===== src/rtl/adz_pkg.sv =====
// Shared constants, types and register codes of the axis dead zone scaler.
package adz_pkg;

  localparam int ADC_BITS_DEF = 12;
  localparam int AXIS_BITS    = 16;
  localparam int DZ_BITS      = 15;
  localparam int AXIS_FULL    = 32767;

  typedef enum logic [1:0] {
    REG_ADC_LOW   = 2'd0,
    REG_ADC_HIGH  = 2'd1,
    REG_DZ_WIDTH  = 2'd2
  } cfg_reg_t;

  typedef enum logic [1:0] {
    MAP_DIV    = 2'd0,
    MAP_SAT_LO = 2'd1,
    MAP_SAT_HI = 2'd2
  } map_mode_t;

  typedef struct packed {
    logic      fault;
    map_mode_t mode;
  } map_side_t;

  typedef struct packed {
    logic fault;
    logic zero;
    logic neg;
  } dz_side_t;

  localparam int SIDE_BITS = $bits(map_side_t);

endpackage


===== src/rtl/axis_dead_zone_scaler.sv =====
// Top level: calibrated ADC span to signed axis with dead zone rescaling.
// An item passes stages S and P, the map divider, stages A, B and C, the dead
// zone divider and the output stage. Throughput: one item per cycle; busy stays low.
// Dividers of 16 and 15 stages (one quotient bit per stage); six map and output stages.
// The receiver cannot stall; each result shows on out_valid for exactly one cycle.
// Reset clears all pipeline valid bits; adc_low = 0, adc_high = all ones, dz width = 0.
module axis_dead_zone_scaler import adz_pkg::*; #(
  parameter int ADC_BITS = ADC_BITS_DEF
) (
  input  logic                       clk,
  input  logic                       rst_n,
  input  logic                       start,
  output logic                       busy,
  input  logic [ADC_BITS-1:0]        in_adc_sample,
  output logic                       out_valid,
  output logic signed [AXIS_BITS-1:0] out_axis_value,
  output logic                       out_config_fault,
  input  logic                       cfg_we,
  input  logic [1:0]                 cfg_index,
  input  logic [((ADC_BITS > DZ_BITS) ? ADC_BITS : DZ_BITS)-1:0] cfg_wdata
);

  localparam int N       = ADC_BITS;
  localparam int Q1      = AXIS_BITS;
  localparam int Q2      = DZ_BITS;
  localparam int LATENCY = 6 + Q1 + Q2;
  localparam logic [Q1-1:0] FULL_Q1 = Q1'(AXIS_FULL);
  localparam logic [DZ_BITS-1:0] FULL_DZ = DZ_BITS'(AXIS_FULL);

  // configuration registers
  logic [N-1:0]       adc_low_r, adc_low_nxt;
  logic [N-1:0]       adc_high_r, adc_high_nxt;
  logic [DZ_BITS-1:0] dz_r, dz_nxt;

  always_comb begin
    adc_low_nxt  = adc_low_r;
    adc_high_nxt = adc_high_r;
    dz_nxt       = dz_r;
    if (cfg_we) begin
      unique case (cfg_reg_t'(cfg_index))
        REG_ADC_LOW:   adc_low_nxt  = cfg_wdata[N-1:0];
        REG_ADC_HIGH:  adc_high_nxt = cfg_wdata[N-1:0];
        REG_DZ_WIDTH:  dz_nxt       = cfg_wdata[DZ_BITS-1:0];
        default: ;
      endcase
    end
  end

  always_ff @(posedge clk) begin
    if (!rst_n) begin
      adc_low_r  <= '0;
      adc_high_r <= '1;
      dz_r       <= '0;
    end else begin
      adc_low_r  <= adc_low_nxt;
      adc_high_r <= adc_high_nxt;
      dz_r       <= dz_nxt;
    end
  end

  assign busy = 1'b0;

  // stage S: input register
  logic         s_vld_r;
  logic [N-1:0] s_smp_r;

  // stage P: span map and first dividend
  logic          p_vld_r;
  logic [N+Q1-1:0] p_num_r, p_num_nxt;
  logic [N-1:0]  p_den_r, p_den_nxt;
  map_side_t     p_side_r, p_side_nxt;

  always_comb begin
    logic [N-1:0] span;
    logic [N-1:0] dif;
    span = adc_high_r - adc_low_r;
    dif  = s_smp_r - adc_low_r;
    p_side_nxt.fault = (adc_high_r <= adc_low_r);
    if (s_smp_r <= adc_low_r) begin
      p_side_nxt.mode = MAP_SAT_LO;
    end else if (dif >= span) begin
      p_side_nxt.mode = MAP_SAT_HI;
    end else begin
      p_side_nxt.mode = MAP_DIV;
    end
    // dif * 65534 = dif * 2^16 - dif * 2
    if (!p_side_nxt.fault && (p_side_nxt.mode == MAP_DIV)) begin
      p_num_nxt = {dif, {Q1{1'b0}}} - {{(Q1-1){1'b0}}, dif, 1'b0};
      p_den_nxt = span;
    end else begin
      p_num_nxt = '0;
      p_den_nxt = N'(1);
    end
  end

  logic          d1_vld;
  logic [Q1-1:0] d1_quot;
  logic [$bits(map_side_t)-1:0] d1_side_bits;
  map_side_t     d1_side;

  adz_pipe_div #(.DW(N), .QB(Q1), .SW($bits(map_side_t))) u_div_map (
    .clk       (clk),
    .rst_n     (rst_n),
    .in_valid  (p_vld_r),
    .in_num    (p_num_r),
    .in_den    (p_den_r),
    .in_side   (p_side_r),
    .out_valid (d1_vld),
    .out_quot  (d1_quot),
    .out_side  (d1_side_bits)
  );

  assign d1_side = map_side_t'(d1_side_bits);

  // stage A: magnitude and sign of the mapped value
  logic               a_vld_r;
  logic [DZ_BITS-1:0] a_abs_r, a_abs_nxt;
  logic               a_neg_r, a_neg_nxt;
  logic               a_fault_r;

  always_comb begin
    case (d1_side.mode)
      MAP_SAT_HI: begin
        a_abs_nxt = FULL_DZ;
        a_neg_nxt = 1'b0;
      end
      MAP_SAT_LO: begin
        a_abs_nxt = FULL_DZ;
        a_neg_nxt = 1'b1;
      end
      default: begin
        if (d1_quot >= FULL_Q1) begin
          a_abs_nxt = DZ_BITS'(d1_quot - FULL_Q1);
          a_neg_nxt = 1'b0;
        end else begin
          a_abs_nxt = DZ_BITS'(FULL_Q1 - d1_quot);
          a_neg_nxt = 1'b1;
        end
      end
    endcase
  end

  // stage B: dead zone test and remaining span
  logic               b_vld_r;
  logic [DZ_BITS-1:0] b_mag_r, b_den_r;
  logic               b_zero_r, b_neg_r, b_fault_r;

  // stage C: second dividend
  logic               c_vld_r;
  logic [2*Q2-1:0]    c_num_r, c_num_nxt;
  logic [Q2-1:0]      c_den_r, c_den_nxt;
  dz_side_t           c_side_r, c_side_nxt;

  always_comb begin
    c_side_nxt.fault = b_fault_r;
    c_side_nxt.zero  = b_zero_r;
    c_side_nxt.neg   = b_neg_r;
    // mag * 32767 = mag * 2^15 - mag
    if (b_zero_r || b_fault_r) begin
      c_num_nxt = '0;
      c_den_nxt = Q2'(1);
    end else begin
      c_num_nxt = {b_mag_r, {Q2{1'b0}}} - {{Q2{1'b0}}, b_mag_r};
      c_den_nxt = b_den_r;
    end
  end

  logic          d2_vld;
  logic [Q2-1:0] d2_quot;
  logic [$bits(dz_side_t)-1:0] d2_side_bits;
  dz_side_t      d2_side;

  adz_pipe_div #(.DW(Q2), .QB(Q2), .SW($bits(dz_side_t))) u_div_dz (
    .clk       (clk),
    .rst_n     (rst_n),
    .in_valid  (c_vld_r),
    .in_num    (c_num_r),
    .in_den    (c_den_r),
    .in_side   (c_side_r),
    .out_valid (d2_vld),
    .out_quot  (d2_quot),
    .out_side  (d2_side_bits)
  );

  assign d2_side = dz_side_t'(d2_side_bits);

  // output stage
  logic                 out_vld_r;
  logic [AXIS_BITS-1:0] out_axis_r, out_axis_nxt;
  logic                 out_fault_r;

  always_comb begin
    logic [AXIS_BITS-1:0] mag;
    mag = {1'b0, d2_quot};
    if (d2_side.fault || d2_side.zero) begin
      out_axis_nxt = '0;
    end else if (d2_side.neg) begin
      out_axis_nxt = -mag;
    end else begin
      out_axis_nxt = mag;
    end
  end

  // valid bits
  always_ff @(posedge clk) begin
    if (!rst_n) begin
      s_vld_r   <= 1'b0;
      p_vld_r   <= 1'b0;
      a_vld_r   <= 1'b0;
      b_vld_r   <= 1'b0;
      c_vld_r   <= 1'b0;
      out_vld_r <= 1'b0;
    end else begin
      s_vld_r   <= start && !busy;
      p_vld_r   <= s_vld_r;
      a_vld_r   <= d1_vld;
      b_vld_r   <= a_vld_r;
      c_vld_r   <= b_vld_r;
      out_vld_r <= d2_vld;
    end
  end

  // payload
  always_ff @(posedge clk) begin
    s_smp_r     <= in_adc_sample;
    p_num_r     <= p_num_nxt;
    p_den_r     <= p_den_nxt;
    p_side_r    <= p_side_nxt;
    a_abs_r     <= a_abs_nxt;
    a_neg_r     <= a_neg_nxt;
    a_fault_r   <= d1_side.fault;
    b_zero_r    <= (a_abs_r <= dz_r);
    b_mag_r     <= a_abs_r - dz_r;
    b_den_r     <= FULL_DZ - dz_r;
    b_neg_r     <= a_neg_r;
    b_fault_r   <= a_fault_r;
    c_num_r     <= c_num_nxt;
    c_den_r     <= c_den_nxt;
    c_side_r    <= c_side_nxt;
    out_axis_r  <= out_axis_nxt;
    out_fault_r <= d2_side.fault;
  end

  assign out_valid        = out_vld_r;
  assign out_axis_value   = out_axis_r;
  assign out_config_fault = out_fault_r;

  a_latency: assert property (@(posedge clk) disable iff (!rst_n)
    out_vld_r |-> $past(start, LATENCY))
    else $error("result without an accepted item");

  a_fault_zero: assert property (@(posedge clk) disable iff (!rst_n)
    (out_vld_r && out_fault_r) |-> (out_axis_r == '0))
    else $error("faulted item with nonzero axis value");

  a_no_min: assert property (@(posedge clk) disable iff (!rst_n)
    out_vld_r |-> (out_axis_r != {1'b1, {(AXIS_BITS-1){1'b0}}}))
    else $error("axis value outside symmetric range");

  a_dz_span: assert property (@(posedge clk) disable iff (!rst_n)
    (b_vld_r && !b_zero_r) |-> (b_mag_r <= b_den_r))
    else $error("dead zone remainder exceeds rescale span");

endmodule


===== src/rtl/adz_pipe_div.sv =====
// Pipelined restoring divider, one quotient bit per stage, with a sideband.
module adz_pipe_div import adz_pkg::*; #(
  parameter int DW = ADC_BITS_DEF,
  parameter int QB = AXIS_BITS,
  parameter int SW = SIDE_BITS
) (
  input  logic             clk,
  input  logic             rst_n,
  input  logic             in_valid,
  input  logic [DW+QB-1:0] in_num,
  input  logic [DW-1:0]    in_den,
  input  logic [SW-1:0]    in_side,
  output logic             out_valid,
  output logic [QB-1:0]    out_quot,
  output logic [SW-1:0]    out_side
);

  localparam int NW = DW + QB;

  logic [QB-1:0] vld_r;
  logic [NW-1:0] w_r   [QB];
  logic [NW-1:0] w_nxt [QB];
  logic [NW-1:0] src_w [QB];
  logic [DW-1:0] d_r   [QB];
  logic [DW-1:0] src_d [QB];
  logic [SW-1:0] s_r   [QB];
  logic [SW-1:0] src_s [QB];

  // Stage k takes the word left by stage k-1; stage 0 takes the input item.
  always_comb begin
    src_w[0] = in_num;
    src_d[0] = in_den;
    src_s[0] = in_side;
    for (int k = 1; k < QB; k++) begin
      src_w[k] = w_r[k-1];
      src_d[k] = d_r[k-1];
      src_s[k] = s_r[k-1];
    end
  end

  // Upper DW bits hold the partial remainder, lower QB bits shift out
  // dividend bits and shift in quotient bits.
  always_comb begin : div_step
    logic [DW:0] trial;
    logic [DW:0] diff;
    for (int k = 0; k < QB; k++) begin
      trial = src_w[k][NW-1:QB-1];
      diff  = trial - {1'b0, src_d[k]};
      if (trial >= {1'b0, src_d[k]}) begin
        w_nxt[k] = {diff[DW-1:0], src_w[k][QB-2:0], 1'b1};
      end else begin
        w_nxt[k] = {trial[DW-1:0], src_w[k][QB-2:0], 1'b0};
      end
    end
  end

  always_ff @(posedge clk) begin
    if (!rst_n) begin
      vld_r <= '0;
    end else begin
      vld_r <= {vld_r[QB-2:0], in_valid};
    end
  end

  always_ff @(posedge clk) begin
    for (int k = 0; k < QB; k++) begin
      w_r[k] <= w_nxt[k];
      d_r[k] <= src_d[k];
      s_r[k] <= src_s[k];
    end
  end

  assign out_valid = vld_r[QB-1];
  assign out_quot  = w_r[QB-1][QB-1:0];
  assign out_side  = s_r[QB-1];

  a_in_range: assert property (@(posedge clk) disable iff (!rst_n)
    in_valid |-> (in_num[NW-1:QB] < in_den))
    else $error("divider item enters with quotient overflow");

  a_latency: assert property (@(posedge clk) disable iff (!rst_n)
    out_valid |-> $past(in_valid, QB))
    else $error("divider result without matching item");

  a_rem_bound: assert property (@(posedge clk) disable iff (!rst_n)
    out_valid |-> (w_r[QB-1][NW-1:QB] < d_r[QB-1]))
    else $error("divider remainder not below divisor");

endmodule

===== config.mk =====
export PLATFORM = sky130hd
export DESIGN_NAME = axis_dead_zone_scaler
export DESIGN_NICKNAME = d
export VERILOG_FILES = /design/src/rtl/adz_pkg.sv /design/src/rtl/axis_dead_zone_scaler.sv /design/src/rtl/adz_pipe_div.sv
export SDC_FILE = /design/constraint.sdc
export NUM_CORES = 2
export LEC_CHECK = 0
export BUFFER_PORTS_ARGS = -buffer_cell sky130_fd_sc_hd__buf_2
export CAP_MARGIN = 25
export CELL_PAD_IN_SITES_DETAIL_PLACEMENT = 1
export CELL_PAD_IN_SITES_GLOBAL_PLACEMENT = 2
export CORE_ASPECT_RATIO = 0.9
export CORE_UTILIZATION = 46
export DETAILED_ROUTE_END_ITERATION = 12
export PLACE_DENSITY_LB_ADDON = 0.1
export SLEW_MARGIN = 20
export SYNTH_ARGS = -nofsm -noshare
export SYNTH_HDL_FRONTEND = slang
export SYNTH_SLANG_ARGS = --single-unit

===== constraint.sdc =====
create_clock -name clk -period 8.9 [get_ports clk]
set_clock_uncertainty 0.2 [all_clocks]
set_input_delay 0.89 -clock clk [delete_from_list [all_inputs] [get_ports clk]]
set_output_delay 0.89 -clock clk [all_outputs]
set_load 0.005 [all_outputs]

==> flow_metrics.py <==
metrics = {
    "status": {
        "outcome": "complete, no violations",
    },
    "logic_synthesis": {
        "yosys-top-cells-area": "dfxtp_1 53%, ha_1 9.9%, mux2_2 5.3%",
        "synth_area_um2": 59700,
        "async_reset_ff_share_pct": 0,
        "synth_cells": 5558,
        "dominantRegCellSynth": "dfxtp_1",
        "synth_top_area_share_pct": 53.1,
        "seq_area_frac_synth_pct": 53.1,
        "syn_nets": 6095,
        "avgSynthCellArea_um2": 10.7,
        "yosys.cell_count.top_type": "dfxtp_1",
        "synth_top_area_cell": "dfxtp_1",
        "synth_warnings": 0,
        "ys_ff_latch": 1584,
        "synthTopCellsByCount": "1584 x dfxtp_1, 630 x inv_1, 472 x ha_1",
        "synthDistinctLibCells": 83,
        "synth_edf_count": 0,
    },
    "global_routing": {
        "grt_pass1_vias": 39877,
        "grt_pass1_wl_mm": 208,
        "grt-ovfl-total": 0,
        "gr-usage-all-layers_pct": 19.5,
        "antenna_found_initial": 4,
        "grt_max_degree": 77,
    },
    "worst_setup_path": {
        "cp.depth": 16,
        "path_cells": "ha_1, inv_1, fa_1, a211oi_2, o21ai_1, and2_4, xnor2_1, inv_1, ha_1, o211ai_1, o31ai_1, o221ai_1, nand4b_1, buf_4, a21oi_1, and2_1",
        "endpoint": "p_num_r[16]",
        "crit_slowest_cell": "xnor2_1",
        "path_buf_inv": 3,
        "r2r_setup_slack_ns": 4.51,
        "cp_max_fo": 37,
        "startpoint_type": "flop",
        "max_stage_delay_ns": 0.54,
        "critPathKind": "reg2reg",
        "r2r_cells": 16,
        "cp_top_family": "compound AO/OA/AOI/OAI gates",
        "end_kind": "flop",
        "reg2reg_to": "p_num_r[16]",
        "cp.required_ns": 9.37,
        "arrival_ns": 4.86,
        "rr_startpoint": "adc_low_r[0]",
        "critical_path.startpoint": "adc_low_r[0]",
    },
    "clock_network": {
        "clk_latency_ns": 0.78,
        "h-tree-depth": 4,
        "cts_tree": "done",
        "holdBufCountCts": 10,
        "ctsResizeCount": 0,
        "clkSlewWorstSetupHoldPaths_ns": 0.06,
        "cts_buffers": 159,
        "clkSinkCount": 1584,
        "clk_root_buffer_cell": "clkbuf_16",
        "cts_setup_buffers": 0,
        "cts_max_path_buffers": 3,
    },
    "floorplanning": {
        "die_area_um2": 131000,
        "core_area_um2": 128000,
        "chipHeight_um": 344,
        "ios": 52,
        "die_width_um": 382,
        "start_util_pct": 46.7,
        "rows": 124,
    },
    "run": {
        "drv_cap": 0,
    },
    "detailed_routing": {
        "drc": 0,
        "post_drt_wl_per_cell_um": 16.8,
        "firstDrtPassIters": 5,
        "ant_nets": 0,
        "wl_mm": 127,
        "num_vias": 37846,
        "drt_iter0_drc": 1290,
        "vias_per_cell": 5.00,
    },
    "timing": {
        "post-route-min-period_ns": 4.39,
        "grt_setup_unrepaired": "false",
        "tns_ns": 0,
        "report.final.hold_viol_count": 0,
        "worst_pin_slew_ns": 1.01,
        "period_share_pct": 49.3,
        "finalSetupViolations": 0,
        "slew_headroom_pct": 32.5,
        "drv_slew": 0,
        "fmax_mhz": 228,
    },
    "placed_design": {
        "io_buffer_count": 50,
        "place_congestion": 0.807,
        "place_hpwl_mm": 96.1,
    },
    "cells_and_area": {
        "nFillCells": 13664,
        "area_growth_pct": 13.5,
        "drive_above_1_share_pct": 11.7,
        "final_nets": 6271,
    },
    "worst_hold_path": {
        "hold_path.class": "in2reg",
    },
}
==> how the worst min path moves through the flow <==
stage | to | cells past startpoint | startpoint | slack [ns]
2_1_floorplan | a_fault_r | 0 | u_div_map.s_r[1][23] | 0.11
3_3_place_gp | u_div_map.w_r[1][66] | 0 | u_div_map.w_r[1][37] | 0.11
3_5_place_dp | u_div_dz.s_r[0][2] | 0 | c_side_r[2] | 0.11
4_1_cts | s_smp_r[4] | 1 | in_adc_sample[4] | 0.001
5_1_grt | s_smp_r[4] | 1 | in_adc_sample[4] | 0.02
6_report | s_smp_r[4] | 1 | in_adc_sample[4] | 0.05
==> logic make-up after synthesis <==
| group | Yosys count | share of synthesized area, % |
|---|---|---|
| AOI/OAI and AO/OA | 904 | 9.92 |
| muxes | 356 | 6.56 |
| xor gates and xnor gates | 339 | 5.00 |
| DFF | 1584 | 53.1 |
| adders and majority gates | 504 | 11.0 |
| and+or+nand+nor | 1173 | 9.94 |
| buffers and inverters | 697 | 4.47 |
| other | 1 | 0.00628 |
==> worst reg2reg max path: cells and delay by family (launching register included) <==
kind,cells,cell delay (ns)
AO/OA/AOI/OAI,6,1.12
adder cells (fa/ha/maj),3,0.99
buffers and inverters,3,0.54
XOR/XNOR,1,0.54
AND/OR/NAND/NOR,3,0.52
flip-flops,1,0.36
==> layout make-up <==
type | instances | area (um2) | share of cell area, %
inverters | 631 | 2370 | 3.50
repair buffers | 81 | 510 | 0.754
well taps | 1701 | 2130 | 3.14
clock inverters | 76 | 1090 | 1.61
multi-input cells | 3277 | 25400 | 37.6
clock buffers | 217 | 4480 | 6.61
flip-flops and latches | 1584 | 31700 | 46.8
diodes | 1 | 2.50 | 0.00369
==> flip-flops by register name, summed over array words and instances (netlist names), 3 cells and up <==
name and cells:
u_div_dz.w_r 435, u_div_dz.vld_r 15, c_side_r 3, u_div_map.w_r 421
dz_r 15, c_num_r 30, p_side_r 3, s_smp_r 12
u_div_dz.d_r 210, adc_low_r 12, c_den_r 15, out_axis_value 16
b_mag_r 15, p_den_r 12, u_div_dz.s_r 45, b_den_r 15
u_div_map.d_r 180, u_div_map.s_r 48, u_div_map.vld_r 16, p_num_r 27
adc_high_r 12, a_abs_r 15
==> through the flow <==
| stage | hold slack, ns | worst slack [ns] | cell area, um2 | utilization (%) | cells |
|---|---|---|---|---|---|
| floorplan | 0.110 | 5.19 | 59700 | - | 5558 |
| global route | 0.0224 | 4.11 | 67700 | 53.0 | 7567 |
| CTS | 0.00142 | 4.53 | 67700 | 53.0 | 7567 |
| global placement | 0.110 | 4.63 | 62100 | 48.5 | 7264 |
| detailed placement | 0.113 | 4.57 | 62100 | 48.5 | 7264 |
| finish | 0.0548 | 4.51 | 67700 | 53.0 | 7568 |
==> metal layers <==
metal / part of all wire (%) / track usage, % / wire length, um
met5: 0 / 0 / 0
met4: 2.3 / 5.73 / 2890
met3: 2.8 / 3.05 / 3550
met2: 47 / 33.6 / 60200
met1: 48 / 25.1 / 60500
==> cells in the final DEF, fill, tap and decap left out, types with 22 or more instances in the layout <==
cell | Yosys | routed
clkbuf_16 | 0 | 160
o21a_1 | 52 | 52
buf_2 | 32 | 49
nor2b_1 | 72 | 72
inv_1 | 630 | 630
nor2_1 | 230 | 230
o21ai_1 | 33 | 33
mux2_2 | 281 | 281
a211oi_1 | 29 | 29
mux2i_1 | 75 | 75
o21ai_0 | 116 | 116
a21boi_0 | 23 | 23
and2_1 | 74 | 74
clkbuf_1 | 31 | 31
buf_4 | 1 | 22
nand2b_1 | 50 | 50
o21bai_1 | 36 | 36
nand2_1 | 282 | 282
dfxtp_1 | 1584 | 1584
a21o_1 | 137 | 137
ha_1 | 472 | 472
or2_2 | 28 | 28
nor4_1 | 37 | 37
a21oi_1 | 277 | 276
fa_1 | 32 | 32
nor3_1 | 116 | 116
xor2_1 | 104 | 104
nand4_1 | 77 | 77
xnor2_1 | 233 | 233
nand3_1 | 106 | 106
clkbuf_8 | 0 | 26
a31oi_1 | 27 | 27
and3_1 | 30 | 30
Power is left out: the tool's default activity adds up to more than one toggle a clock period on the data nets, which glitch-free logic cannot reach.
